`src/hw/rtl/lpcs_pkg.sv`:
```
// ----------------------------------------------------------------------------
// lpcs_pkg
// Shared types and constants of the landmark pose capture sequencer.
// ----------------------------------------------------------------------------
`default_nettype none

package lpcs_pkg;

  // pose codes
  localparam logic [1:0] POSE_CENTER = 2'd0;
  localparam logic [1:0] POSE_LEFT   = 2'd1;
  localparam logic [1:0] POSE_RIGHT  = 2'd2;

  // configuration register indexes
  localparam logic CFG_MIN_STABLE = 1'b0;
  localparam logic CFG_POSE_SEQ   = 1'b1;

  localparam int CFG_DATA_W  = 16;
  localparam int COUNT_W     = 4;
  localparam int STABLE_W    = 8;
  localparam int SEQ_SLOTS   = 8;
  localparam int LANES       = 4;
  localparam int LANE_W      = 2;

  localparam logic [STABLE_W-1:0] MIN_STABLE_RST = 8'd3;
  localparam logic [STABLE_W-1:0] STABLE_MAX     = 8'd255;

  // command (restart) code of the input channel
  localparam logic CMD_FRAME   = 1'b0;
  localparam logic CMD_RESTART = 1'b1;

  typedef struct packed {
    logic              load;
    logic              square;
    logic              sum;
    logic              root_step;
    logic              root_last;
    logic              average;
    logic              classify;
    logic              commit;
    logic [LANE_W-1:0] lane;
  } lpcs_cmd_t;

  typedef struct packed {
    logic       restart;
    logic       face;
    logic [1:0] pose;
  } lpcs_frame_t;

endpackage : lpcs_pkg

`default_nettype wire

```
`src/hw/rtl/lpcs_ctrl.sv`:
```
// ----------------------------------------------------------------------------
// lpcs_ctrl
// Sequencer: walks a face frame through squaring, square root per landmark,
// averaging, classification and hand-over; restart/no-face skip to hand-over.
// ----------------------------------------------------------------------------
`default_nettype none

module lpcs_ctrl
  import lpcs_pkg::*;
#(
  parameter int COORD_BITS = 12
) (
  input  wire logic      clk,
  input  wire logic      rst_n,
  input  wire logic      in_valid,
  input  wire logic      in_command,
  input  wire logic      in_face_present,
  output      logic      in_stall,
  input  wire logic      out_free,
  output      lpcs_cmd_t cmd
);

  localparam int ROOT_W   = COORD_BITS + 1;
  localparam int SQ_STEPS = (ROOT_W + 1) / 2;
  localparam int STEP_W   = $clog2(SQ_STEPS);

  typedef enum logic [2:0] {
    S_IDLE,
    S_SQUARE,
    S_SUM,
    S_ROOT,
    S_AVERAGE,
    S_CLASSIFY,
    S_RESULT
  } state_t;

  state_t              state_r, state_nxt;
  logic [LANE_W-1:0]   lane_r, lane_nxt;
  logic [STEP_W-1:0]   step_r, step_nxt;
  logic                in_fire;
  logic                step_last;

  assign in_stall  = (state_r != S_IDLE);
  assign in_fire   = in_valid && !in_stall;
  assign step_last = (step_r == STEP_W'(SQ_STEPS - 1));

  always_comb begin
    state_nxt = state_r;
    lane_nxt  = lane_r;
    step_nxt  = step_r;
    case (state_r)
      S_IDLE: begin
        if (in_fire) begin
          lane_nxt = '0;
          if (in_command == CMD_RESTART || !in_face_present) begin
            state_nxt = S_RESULT;
          end else begin
            state_nxt = S_SQUARE;
          end
        end
      end
      S_SQUARE: state_nxt = S_SUM;
      S_SUM: begin
        step_nxt  = '0;
        state_nxt = S_ROOT;
      end
      S_ROOT: begin
        step_nxt = step_r + 1'b1;
        if (step_last) begin
          if (lane_r == LANE_W'(LANES - 1)) begin
            state_nxt = S_AVERAGE;
          end else begin
            lane_nxt  = lane_r + 1'b1;
            state_nxt = S_SQUARE;
          end
        end
      end
      S_AVERAGE:  state_nxt = S_CLASSIFY;
      S_CLASSIFY: state_nxt = S_RESULT;
      S_RESULT: begin
        if (out_free) begin
          state_nxt = S_IDLE;
        end
      end
      default: state_nxt = S_IDLE;
    endcase
  end

  always_comb begin
    cmd           = '0;
    cmd.lane      = lane_r;
    cmd.load      = in_fire;
    cmd.square    = (state_r == S_SQUARE);
    cmd.sum       = (state_r == S_SUM);
    cmd.root_step = (state_r == S_ROOT);
    cmd.root_last = (state_r == S_ROOT) && step_last;
    cmd.average   = (state_r == S_AVERAGE);
    cmd.classify  = (state_r == S_CLASSIFY);
    cmd.commit    = (state_r == S_RESULT) && out_free;
  end

  always_ff @(posedge clk) begin
    if (!rst_n) begin
      state_r <= S_IDLE;
      lane_r  <= '0;
      step_r  <= '0;
    end else begin
      state_r <= state_nxt;
      lane_r  <= lane_nxt;
      step_r  <= step_nxt;
    end
  end

endmodule : lpcs_ctrl

`default_nettype wire

```
`src/hw/rtl/lpcs_dpath.sv`:
```
// ----------------------------------------------------------------------------
// lpcs_dpath
// Geometry datapath: landmark latch, squared distance to the nose, shared
// two-bits-per-cycle square root, average and pose classification.
// ----------------------------------------------------------------------------
`default_nettype none

module lpcs_dpath
  import lpcs_pkg::*;
#(
  parameter int COORD_BITS = 12
) (
  input  wire logic                  clk,
  input  wire lpcs_cmd_t             cmd,
  input  wire logic                  in_command,
  input  wire logic                  in_face_present,
  input  wire logic [COORD_BITS-1:0] in_landmark0_x,
  input  wire logic [COORD_BITS-1:0] in_landmark0_y,
  input  wire logic [COORD_BITS-1:0] in_landmark1_x,
  input  wire logic [COORD_BITS-1:0] in_landmark1_y,
  input  wire logic [COORD_BITS-1:0] in_nose_x,
  input  wire logic [COORD_BITS-1:0] in_nose_y,
  input  wire logic [COORD_BITS-1:0] in_landmark3_x,
  input  wire logic [COORD_BITS-1:0] in_landmark3_y,
  input  wire logic [COORD_BITS-1:0] in_landmark4_x,
  input  wire logic [COORD_BITS-1:0] in_landmark4_y,
  output      lpcs_frame_t           frame
);

  localparam int CW       = COORD_BITS;
  localparam int ROOT_W   = CW + 1;
  localparam int SQ_STEPS = (ROOT_W + 1) / 2;
  localparam int QW       = 2 * SQ_STEPS;
  localparam int RADW     = 2 * QW;
  localparam int REMW     = QW + 2;
  localparam int SUM4_W   = ROOT_W + 2;
  localparam int LIM_W    = ROOT_W + 4;

  logic [CW-1:0]     lm_x_r [LANES];
  logic [CW-1:0]     lm_y_r [LANES];
  logic [CW-1:0]     nose_x_r, nose_y_r;
  logic              restart_r, face_r;

  logic [2*CW-1:0]   sqx_r, sqy_r;
  logic [RADW-1:0]   rad_r;
  logic [REMW-1:0]   rem_r;
  logic [QW-1:0]     q_r;
  logic [ROOT_W-1:0] dist_r [LANES];
  logic [ROOT_W-1:0] avg_r;
  logic [LIM_W-1:0]  lim_r;
  logic [1:0]        pose_r;

  logic [CW-1:0]     px, py, dx, dy;
  logic [REMW-1:0]   r1, t1, rem1, r2, t2, rem2;
  logic [QW-1:0]     q1, q2;
  logic [SUM4_W-1:0] sum4;
  logic [ROOT_W-1:0] avg_nxt;
  logic [LIM_W-1:0]  ten [LANES];
  logic              is_left, is_right;

  // squared-distance operands of the current landmark
  always_comb begin
    px = lm_x_r[cmd.lane];
    py = lm_y_r[cmd.lane];
    dx = (px > nose_x_r) ? (px - nose_x_r) : (nose_x_r - px);
    dy = (py > nose_y_r) ? (py - nose_y_r) : (nose_y_r - py);
  end

  // two digit-by-digit root steps per cycle
  always_comb begin
    r1 = {rem_r[REMW-3:0], rad_r[RADW-1 -: 2]};
    t1 = {q_r, 2'b01};
    if (r1 >= t1) begin
      rem1 = r1 - t1;
      q1   = {q_r[QW-2:0], 1'b1};
    end else begin
      rem1 = r1;
      q1   = {q_r[QW-2:0], 1'b0};
    end
    r2 = {rem1[REMW-3:0], rad_r[RADW-3 -: 2]};
    t2 = {q1, 2'b01};
    if (r2 >= t2) begin
      rem2 = r2 - t2;
      q2   = {q1[QW-2:0], 1'b1};
    end else begin
      rem2 = r2;
      q2   = {q1[QW-2:0], 1'b0};
    end
  end

  always_comb begin
    sum4 = SUM4_W'(dist_r[0]) + SUM4_W'(dist_r[1]) + SUM4_W'(dist_r[2])
         + SUM4_W'(dist_r[3]);
    avg_nxt = sum4[SUM4_W-1:2];
    for (int i = 0; i < LANES; i++) begin
      ten[i] = LIM_W'({dist_r[i], 3'b000}) + LIM_W'({dist_r[i], 1'b0});
    end
    // lanes 0..3 hold the distances of landmarks 0, 1, 3 and 4
    is_left  = (ten[0] < lim_r) && (ten[2] < lim_r);
    is_right = (ten[1] < lim_r) && (ten[3] < lim_r);
  end

  always_ff @(posedge clk) begin
    if (cmd.load) begin
      lm_x_r[0] <= in_landmark0_x;
      lm_y_r[0] <= in_landmark0_y;
      lm_x_r[1] <= in_landmark1_x;
      lm_y_r[1] <= in_landmark1_y;
      lm_x_r[2] <= in_landmark3_x;
      lm_y_r[2] <= in_landmark3_y;
      lm_x_r[3] <= in_landmark4_x;
      lm_y_r[3] <= in_landmark4_y;
      nose_x_r  <= in_nose_x;
      nose_y_r  <= in_nose_y;
      restart_r <= (in_command == CMD_RESTART);
      face_r    <= in_face_present;
    end
    if (cmd.square) begin
      sqx_r <= {{CW{1'b0}}, dx} * {{CW{1'b0}}, dx};
      sqy_r <= {{CW{1'b0}}, dy} * {{CW{1'b0}}, dy};
    end
    if (cmd.sum) begin
      rad_r <= RADW'(sqx_r) + RADW'(sqy_r);
      rem_r <= '0;
      q_r   <= '0;
    end
    if (cmd.root_step) begin
      rad_r <= {rad_r[RADW-5:0], 4'b0000};
      rem_r <= rem2;
      q_r   <= q2;
    end
    if (cmd.root_last) begin
      dist_r[cmd.lane] <= q2[ROOT_W-1:0];
    end
    if (cmd.average) begin
      avg_r <= avg_nxt;
      lim_r <= LIM_W'({avg_nxt, 3'b000}) + LIM_W'(avg_nxt);
    end
    if (cmd.classify) begin
      if (avg_r == '0) begin
        pose_r <= POSE_CENTER;
      end else if (is_left) begin
        pose_r <= POSE_LEFT;
      end else if (is_right) begin
        pose_r <= POSE_RIGHT;
      end else begin
        pose_r <= POSE_CENTER;
      end
    end
  end

  assign frame.restart = restart_r;
  assign frame.face    = face_r;
  assign frame.pose    = pose_r;

endmodule : lpcs_dpath

`default_nettype wire

```
`src/hw/rtl/lpcs_track.sv`:
```
// ----------------------------------------------------------------------------
// lpcs_track
// Capture tracking: configuration registers, slot index, pose stability and
// the result register of the output channel.
// ----------------------------------------------------------------------------
`default_nettype none

module lpcs_track
  import lpcs_pkg::*;
#(
  parameter int CAPTURE_SLOTS = 8
) (
  input  wire logic                  clk,
  input  wire logic                  rst_n,
  input  wire logic                  cfg_valid,
  output      logic                  cfg_ready,
  input  wire logic                  cfg_index,
  input  wire logic [CFG_DATA_W-1:0] cfg_data,
  input  wire logic                  commit,
  input  wire lpcs_frame_t           frame,
  output      logic                  out_free,
  output      logic                  out_valid,
  input  wire logic                  out_stall,
  output      logic [1:0]            out_pose,
  output      logic                  out_captured,
  output      logic [COUNT_W-1:0]    out_capture_count,
  output      logic                  out_finished
);

  localparam int SLOT_W = $clog2(CAPTURE_SLOTS + 1);
  localparam int WIDE_W = SLOT_W + COUNT_W;

  logic [STABLE_W-1:0]   min_stable_r;
  logic [CFG_DATA_W-1:0] pose_seq_r;
  logic [SLOT_W-1:0]     slot_r, slot_nxt;
  logic [1:0]            last_pose_r, last_pose_nxt;
  logic [STABLE_W-1:0]   stable_r, stable_nxt;

  logic                  out_valid_r;
  logic [1:0]            out_pose_r, pose_nxt;
  logic                  out_captured_r, captured_nxt;
  logic [COUNT_W-1:0]    out_count_r;
  logic                  out_finished_r;

  logic [WIDE_W-1:0]     slot_wide, slot_nxt_wide;
  logic [1:0]            req_pose;
  logic                  open_slots;

  assign cfg_ready = 1'b1;
  assign out_free  = !out_valid_r || !out_stall;

  // slots past the eighth have no sequence bits and read as centre
  always_comb begin
    slot_wide = {{COUNT_W{1'b0}}, slot_r};
    if (slot_wide < WIDE_W'(SEQ_SLOTS)) begin
      req_pose = pose_seq_r[{slot_wide[2:0], 1'b0} +: 2];
    end else begin
      req_pose = POSE_CENTER;
    end
    open_slots = (slot_r < SLOT_W'(CAPTURE_SLOTS));
  end

  always_comb begin
    slot_nxt      = slot_r;
    last_pose_nxt = last_pose_r;
    stable_nxt    = stable_r;
    pose_nxt      = POSE_CENTER;
    captured_nxt  = 1'b0;
    if (frame.restart) begin
      slot_nxt      = '0;
      last_pose_nxt = POSE_CENTER;
      stable_nxt    = '0;
    end else if (frame.face) begin
      pose_nxt = frame.pose;
      if (open_slots) begin
        if (frame.pose == last_pose_r) begin
          if (stable_r != STABLE_MAX) begin
            stable_nxt = stable_r + 1'b1;
          end
        end else begin
          last_pose_nxt = frame.pose;
          stable_nxt    = '0;
        end
        if (stable_nxt > min_stable_r && frame.pose == req_pose) begin
          slot_nxt     = slot_r + 1'b1;
          captured_nxt = 1'b1;
        end
      end
    end
    slot_nxt_wide = {{COUNT_W{1'b0}}, slot_nxt};
  end

  always_ff @(posedge clk) begin
    if (!rst_n) begin
      min_stable_r <= MIN_STABLE_RST;
      pose_seq_r   <= '0;
      slot_r       <= '0;
      last_pose_r  <= POSE_CENTER;
      stable_r     <= '0;
      out_valid_r  <= 1'b0;
    end else begin
      if (cfg_valid && cfg_ready) begin
        case (cfg_index)
          CFG_MIN_STABLE: min_stable_r <= cfg_data[STABLE_W-1:0];
          CFG_POSE_SEQ:   pose_seq_r   <= cfg_data;
          default:        pose_seq_r   <= pose_seq_r;
        endcase
      end
      if (commit) begin
        slot_r      <= slot_nxt;
        last_pose_r <= last_pose_nxt;
        stable_r    <= stable_nxt;
        out_valid_r <= 1'b1;
      end else if (!out_stall) begin
        out_valid_r <= 1'b0;
      end
    end
  end

  always_ff @(posedge clk) begin
    if (commit) begin
      out_pose_r     <= pose_nxt;
      out_captured_r <= captured_nxt;
      out_count_r    <= slot_nxt_wide[COUNT_W-1:0];
      out_finished_r <= (slot_nxt >= SLOT_W'(CAPTURE_SLOTS));
    end
  end

  assign out_valid         = out_valid_r;
  assign out_pose          = out_pose_r;
  assign out_captured      = out_captured_r;
  assign out_capture_count = out_count_r;
  assign out_finished      = out_finished_r;

endmodule : lpcs_track

`default_nettype wire

```
`src/hw/rtl/landmark_pose_capture_sequencer_unit.sv`:
```
// ----------------------------------------------------------------------------
// landmark_pose_capture_sequencer_unit
// Head-pose classifier and capture sequencer, one item per video frame.
// ----------------------------------------------------------------------------
// Input channel (in_valid / in_stall): one frame item, five landmarks plus the
// command and face flags. Output channel (out_valid / out_stall): one result
// per item, held in an output register. Configuration (cfg_valid / cfg_ready,
// cfg_index, cfg_data): index 0 minimum stable frames, index 1 pose sequence;
// cfg_ready is always high and writes belong to idle periods.
// Flow: a frame with a face runs the four landmark distances through one
// shared square-root unit resolving two root bits per cycle. Each distance
// passes squaring, summing and root steps; averaging and classification
// follow the fourth, then the result step. Restart and no-face items go
// straight to the result step. in_stall is high while an item is in flight;
// a waiting result does not block the next input transfer, but the next
// result waits in its final step while out_stall holds the register.
// Reset (rst_n low, synchronous) clears the slot index, stability count and
// last pose, loads the configuration reset values and drops out_valid.
// ----------------------------------------------------------------------------
`default_nettype none

module landmark_pose_capture_sequencer_unit
  import lpcs_pkg::*;
#(
  parameter int CAPTURE_SLOTS = 8,
  parameter int COORD_BITS    = 12
) (
  input  wire logic                  clk,
  input  wire logic                  rst_n,
  input  wire logic                  cfg_valid,
  output      logic                  cfg_ready,
  input  wire logic                  cfg_index,
  input  wire logic [CFG_DATA_W-1:0] cfg_data,
  input  wire logic                  in_valid,
  output      logic                  in_stall,
  input  wire logic                  in_command,
  input  wire logic                  in_face_present,
  input  wire logic [COORD_BITS-1:0] in_landmark0_x,
  input  wire logic [COORD_BITS-1:0] in_landmark0_y,
  input  wire logic [COORD_BITS-1:0] in_landmark1_x,
  input  wire logic [COORD_BITS-1:0] in_landmark1_y,
  input  wire logic [COORD_BITS-1:0] in_nose_x,
  input  wire logic [COORD_BITS-1:0] in_nose_y,
  input  wire logic [COORD_BITS-1:0] in_landmark3_x,
  input  wire logic [COORD_BITS-1:0] in_landmark3_y,
  input  wire logic [COORD_BITS-1:0] in_landmark4_x,
  input  wire logic [COORD_BITS-1:0] in_landmark4_y,
  output      logic                  out_valid,
  input  wire logic                  out_stall,
  output      logic [1:0]            out_pose,
  output      logic                  out_captured,
  output      logic [COUNT_W-1:0]    out_capture_count,
  output      logic                  out_finished
);

  lpcs_cmd_t   cmd;
  lpcs_frame_t frame;
  logic        out_free;

  lpcs_ctrl #(
    .COORD_BITS(COORD_BITS)
  ) u_ctrl (
    .clk            (clk),
    .rst_n          (rst_n),
    .in_valid       (in_valid),
    .in_command     (in_command),
    .in_face_present(in_face_present),
    .in_stall       (in_stall),
    .out_free       (out_free),
    .cmd            (cmd)
  );

  lpcs_dpath #(
    .COORD_BITS(COORD_BITS)
  ) u_dpath (
    .clk            (clk),
    .cmd            (cmd),
    .in_command     (in_command),
    .in_face_present(in_face_present),
    .in_landmark0_x (in_landmark0_x),
    .in_landmark0_y (in_landmark0_y),
    .in_landmark1_x (in_landmark1_x),
    .in_landmark1_y (in_landmark1_y),
    .in_nose_x      (in_nose_x),
    .in_nose_y      (in_nose_y),
    .in_landmark3_x (in_landmark3_x),
    .in_landmark3_y (in_landmark3_y),
    .in_landmark4_x (in_landmark4_x),
    .in_landmark4_y (in_landmark4_y),
    .frame          (frame)
  );

  lpcs_track #(
    .CAPTURE_SLOTS(CAPTURE_SLOTS)
  ) u_track (
    .clk              (clk),
    .rst_n            (rst_n),
    .cfg_valid        (cfg_valid),
    .cfg_ready        (cfg_ready),
    .cfg_index        (cfg_index),
    .cfg_data         (cfg_data),
    .commit           (cmd.commit),
    .frame            (frame),
    .out_free         (out_free),
    .out_valid        (out_valid),
    .out_stall        (out_stall),
    .out_pose         (out_pose),
    .out_captured     (out_captured),
    .out_capture_count(out_capture_count),
    .out_finished     (out_finished)
  );

endmodule : landmark_pose_capture_sequencer_unit

`default_nettype wire

```
`config.mk`:
```
export PLATFORM = sky130hd
export DESIGN_NAME = landmark_pose_capture_sequencer_unit
export DESIGN_NICKNAME = d
export VERILOG_FILES = /design/src/hw/rtl/lpcs_pkg.sv /design/src/hw/rtl/lpcs_ctrl.sv /design/src/hw/rtl/lpcs_dpath.sv /design/src/hw/rtl/lpcs_track.sv /design/src/hw/rtl/landmark_pose_capture_sequencer_unit.sv
export SDC_FILE = /design/constraint.sdc
export NUM_CORES = 1
export LEC_CHECK = 0
export ABC_AREA = 1
export BUFFER_PORTS_ARGS = -buffer_cell sky130_fd_sc_hd__buf_2
export CAP_MARGIN = 20
export CORE_UTILIZATION = 30
export CTS_CLUSTER_DIAMETER = 30
export DETAILED_ROUTE_END_ITERATION = 6
export PLACE_DENSITY = 0.56
export SLEW_MARGIN = 20
export SYNTH_ARGS = -nofsm -noshare
export SYNTH_HDL_FRONTEND = slang
export SYNTH_SLANG_ARGS = --single-unit
```
`constraint.sdc`:
```
create_clock -name clk -period 9.1 [get_ports clk]
set_clock_uncertainty 0.05 [all_clocks]
set_input_delay 1.365 -clock clk [delete_from_list [all_inputs] [get_ports clk]]
set_output_delay 1.365 -clock clk [all_outputs]
set_load 0.02 [all_outputs]
```
==> metrics.log <==
INFO  metric clock_sink_count = 361
INFO  metric worst_setup_path_start_kind = flip-flop
INFO  metric drt_first_iter_violations = 1332
INFO  metric cts.reportedPaths.clkPinSlew = 0.04 ns
INFO  metric n_fill_cell = 10613
INFO  metric ys.flop_type = sky130_fd_sc_hd__edfxtp_1
INFO  metric num_rows = 118
INFO  metric detailroute.via_count = 23943
INFO  metric netlist_top_cells_area = sky130_fd_sc_hd__edfxtp_1 30%, sky130_fd_sc_hd__ha_1 15%, sky130_fd_sc_hd__fa_1 12%
INFO  metric synth-seq-cells = 361
INFO  metric relSlewSlack = 39.02%
INFO  metric antenna_found_initial = 7
INFO  metric critPathMaxStageDelay = 0.54 ns
INFO  metric antenna_cells_inserted = 0
INFO  metric cap_violations = 0
INFO  metric syn_inst = 3580
INFO  metric cts_buffers = 88
INFO  metric flow.area_growth_from_synthesis = 17.76%
INFO  metric synth_largest_type_area_fraction = 29.60%
INFO  metric grt_use_total = 14.07%
INFO  metric tritoncts = built
INFO  metric synth_area_per_cell = 8.728 µm²
INFO  metric finalWorstPathRequiredPeriod = 8.250 ns
INFO  metric setup-violations-final = 0
INFO  metric drv_slew = 0
INFO  metric ff2ff_path_depth = 35
INFO  metric reg2reg_slack = 0.85 ns
INFO  metric die_area = 105400 µm²
INFO  metric synth_top_cell_by_area = sky130_fd_sc_hd__edfxtp_1
INFO  metric commonest_cells_after_routing_fill_and_taps_aside = 661 x sky130_fd_sc_hd__inv_1, 549 x sky130_fd_sc_hd__nand2_1, 377 x sky130_fd_sc_hd__ha_1
INFO  metric fraction_of_the_yosys_area_taken_by_sequential_cells = 33.00%
INFO  metric drt-wirelength-per-cell = 14.17 µm
INFO  metric cp_common_cell = sky130_fd_sc_hd__nand2_1
INFO  metric post_cts_setup_driven_buffer_insertion_count = 0
INFO  metric unrepaired_setup_endpoints_after_global_routing = false
INFO  metric final_layout_size_suffix_gt1_share = 9.631%
INFO  metric cp_slowest_cell = sky130_fd_sc_hd__fa_1
INFO  metric insertion_delay = 0.65 ns
INFO  metric boundaryPins = 155
INFO  metric hold_path.class = flip-flop to flip-flop
INFO  metric layout_commonest_cell = sky130_fd_sc_hd__inv_1
INFO  metric tightestPinTransition = 0.9147 ns
INFO  metric drt-pass1-iter-count = 6
INFO  metric synthArstFlopShare = 0%
INFO  metric path_max_fanout = 48
INFO  metric postCtsHoldBufs = 0
INFO  metric clk_path_buf_depth = 3
INFO  metric start_util = 30.23%
INFO  metric critical_path.reg2reg.endpoint = u_dpath.sqx_r[18]
INFO  metric cp_data_arrival_time = 8.54 ns
INFO  metric die_h = 324.7 µm
INFO  metric yosysUniqueCellTypes = 57
INFO  metric viasPerCell = 4.576
INFO  metric hold_viol = 0
INFO  metric critPathKind = flip-flop to flip-flop
INFO  metric antenna_left = 0
INFO  metric fmax = 0.1212 GHz
INFO  metric cts_max_level = 3
INFO  metric post_cts_resize_count = 0
INFO  metric status = finished, final reports clean
INFO  metric fin_setup_tns = 0 ns
INFO  metric wire_length_of_the_first_global_routing_pass = 121600 µm
INFO  metric route.detailed.drc = 0
INFO  metric synth_area = 31240 µm²
INFO  metric timing.critical_path.to = u_dpath.sqx_r[18]
INFO  metric period_share = 90.66%
INFO  metric synth_fp_nets = 4288
INFO  metric routed_wl = 74150 µm
INFO  metric yosys_warnings = 0
INFO  metric cell_chosen_for_the_clock_root = sky130_fd_sc_hd__clkbuf_16
INFO  metric critical_path_required = 9.39 ns
INFO  metric fin_nets = 4487
INFO  metric largest_net_degree_at_the_start_of_global_routing = 77
INFO  metric first_global_vias = 24113
INFO  metric detailed_place_hpwl = 59990 µm
INFO  metric horizontal_die_dimension = 324.7 µm
INFO  metric routabilityCongestion = 0.9022
INFO  metric io_buffer_count = 153
INFO  metric cp-end-kind = flip-flop
INFO  metric grt_remaining_overflow = 0
INFO  metric synth_enable_flop_cells = 308
INFO  metric fp.coreArea = 103300 µm²
-- state kept, by name, indices dropped and copies added, names as in the netlist, 10 cells and up, named ones only --
register and cells:
u_dpath.sqx_r 23, u_dpath.avg_r 10, u_dpath.lim_r 17, u_dpath.dist_r 52
u_dpath.nose_x_r 12, u_dpath.sqy_r 23, u_track.pose_seq_r 16, u_dpath.nose_y_r 12
u_dpath.q_r 14, u_dpath.rem_r 14, u_dpath.rad_r 28, u_dpath.lm_y_r 48
u_dpath.lm_x_r 48
-- worst max-delay path: cells and delay by family, from the launching register on --
kind                     cells  cell delay [ns]
AO/OA/AOI/OAI                8             1.39
XOR/XNOR                     2             0.39
AND/OR/NAND/NOR             12             1.44
flip-flops                   1             0.34
adder cells (fa/ha/maj)      7             3.36
buffers and inverters        6             0.98
-- metrics by stage --
step | instance area [µm²] | instances | hold WS [ns] | utilization, % | setup slack (ns)
6_report | 36790 | 5232 | 0.4022 | 35.60 | 0.8504
5_1_grt | 36790 | 5232 | 0.4341 | 35.60 | 0.004335
4_1_cts | 36790 | 5232 | 0.4087 | 35.60 | 0.7617
3_5_place_dp | 33630 | 5069 | 0.4025 | 32.54 | 0.8490
3_3_place_gp | 33620 | 5069 | 0.3972 | 32.53 | 0.9434
2_1_floorplan | 31250 | 3580 | 0.3790 | - | 1.622
-- layout make-up --
type	instances	area [µm²]	area share [%]
Clock buffer	106	2375	6.454
Clock inverter	57	785.8	2.136
Inverter	671	2521	6.852
Multi-Input combinational cell	2489	18200	49.45
Sequential cell	361	10310	28.02
Tap cell	1380	1727	4.693
Timing Repair Buffer	168	878.3	2.387
-- per-layer routing --
metal	GRT usage, %	up-vias	routed length [µm]
met2	22.64	496	33250
met5	0	-	67
met1	18.93	11124	35410
met3	2.687	131	3430
li1	-	12182	-
met4	4.584	10	1993
-- logic make-up (layout without fill, tap and decap cells) --
kind of cell / Yosys count / after routing / share of synthesized area (%)
compound gates: 625 / 625 / 11.30
xor+xnor: 173 / 173 / 4.982
fa+ha+maj: 564 / 564 / 27.08
buf+inv: 730 / 1002 / 8.918
flops: 361 / 361 / 33.00
mux: 1 / 1 / 0.04404
other cells: 1 / 1 / 0.01200
simple gates: 1125 / 1125 / 14.66
-- Yosys cell counts (20+ instances only) --
| cell type | n |
|---|---|
| sky130_fd_sc_hd__inv_1 | 661 |
| sky130_fd_sc_hd__nand2_1 | 551 |
| sky130_fd_sc_hd__ha_1 | 377 |
| sky130_fd_sc_hd__nor2_1 | 365 |
| sky130_fd_sc_hd__a21oi_1 | 313 |
| sky130_fd_sc_hd__edfxtp_1 | 308 |
| sky130_fd_sc_hd__fa_1 | 187 |
| sky130_fd_sc_hd__o21ai_0 | 162 |
| sky130_fd_sc_hd__xor2_1 | 125 |
| sky130_fd_sc_hd__nand3_1 | 102 |
| sky130_fd_sc_hd__dfxtp_1 | 53 |
| sky130_fd_sc_hd__xnor2_1 | 44 |
| sky130_fd_sc_hd__nor3_1 | 39 |
| sky130_fd_sc_hd__clkbuf_1 | 37 |
| sky130_fd_sc_hd__nand4_1 | 23 |
| sky130_fd_sc_hd__a32oi_1 | 22 |
| sky130_fd_sc_hd__o211ai_1 | 22 |
| sky130_fd_sc_hd__o21bai_1 | 20 |
-- how the worst min path moves through the flow --
| stage | startpoint | end | slack, ns | cells past startpoint |
|---|---|---|---|---|
| 2_1_floorplan | u_ctrl.step_r[2] | u_ctrl.step_r[2] | 0.38 | 1 |
| 3_3_place_gp | u_ctrl.step_r[2] | u_ctrl.step_r[2] | 0.40 | 1 |
| 3_5_place_dp | u_dpath.rad_r[2] | u_dpath.rad_r[2] | 0.40 | 2 |
| 4_1_cts | u_dpath.rad_r[2] | u_dpath.rad_r[2] | 0.41 | 2 |
| 5_1_grt | u_dpath.rad_r[2] | u_dpath.rad_r[2] | 0.43 | 2 |
| 6_report | u_dpath.rad_r[2] | u_dpath.rad_r[2] | 0.40 | 2 |
Power is not shown: default switching activity piles up to over one toggle a cycle in this logic, so the estimate is an artifact.
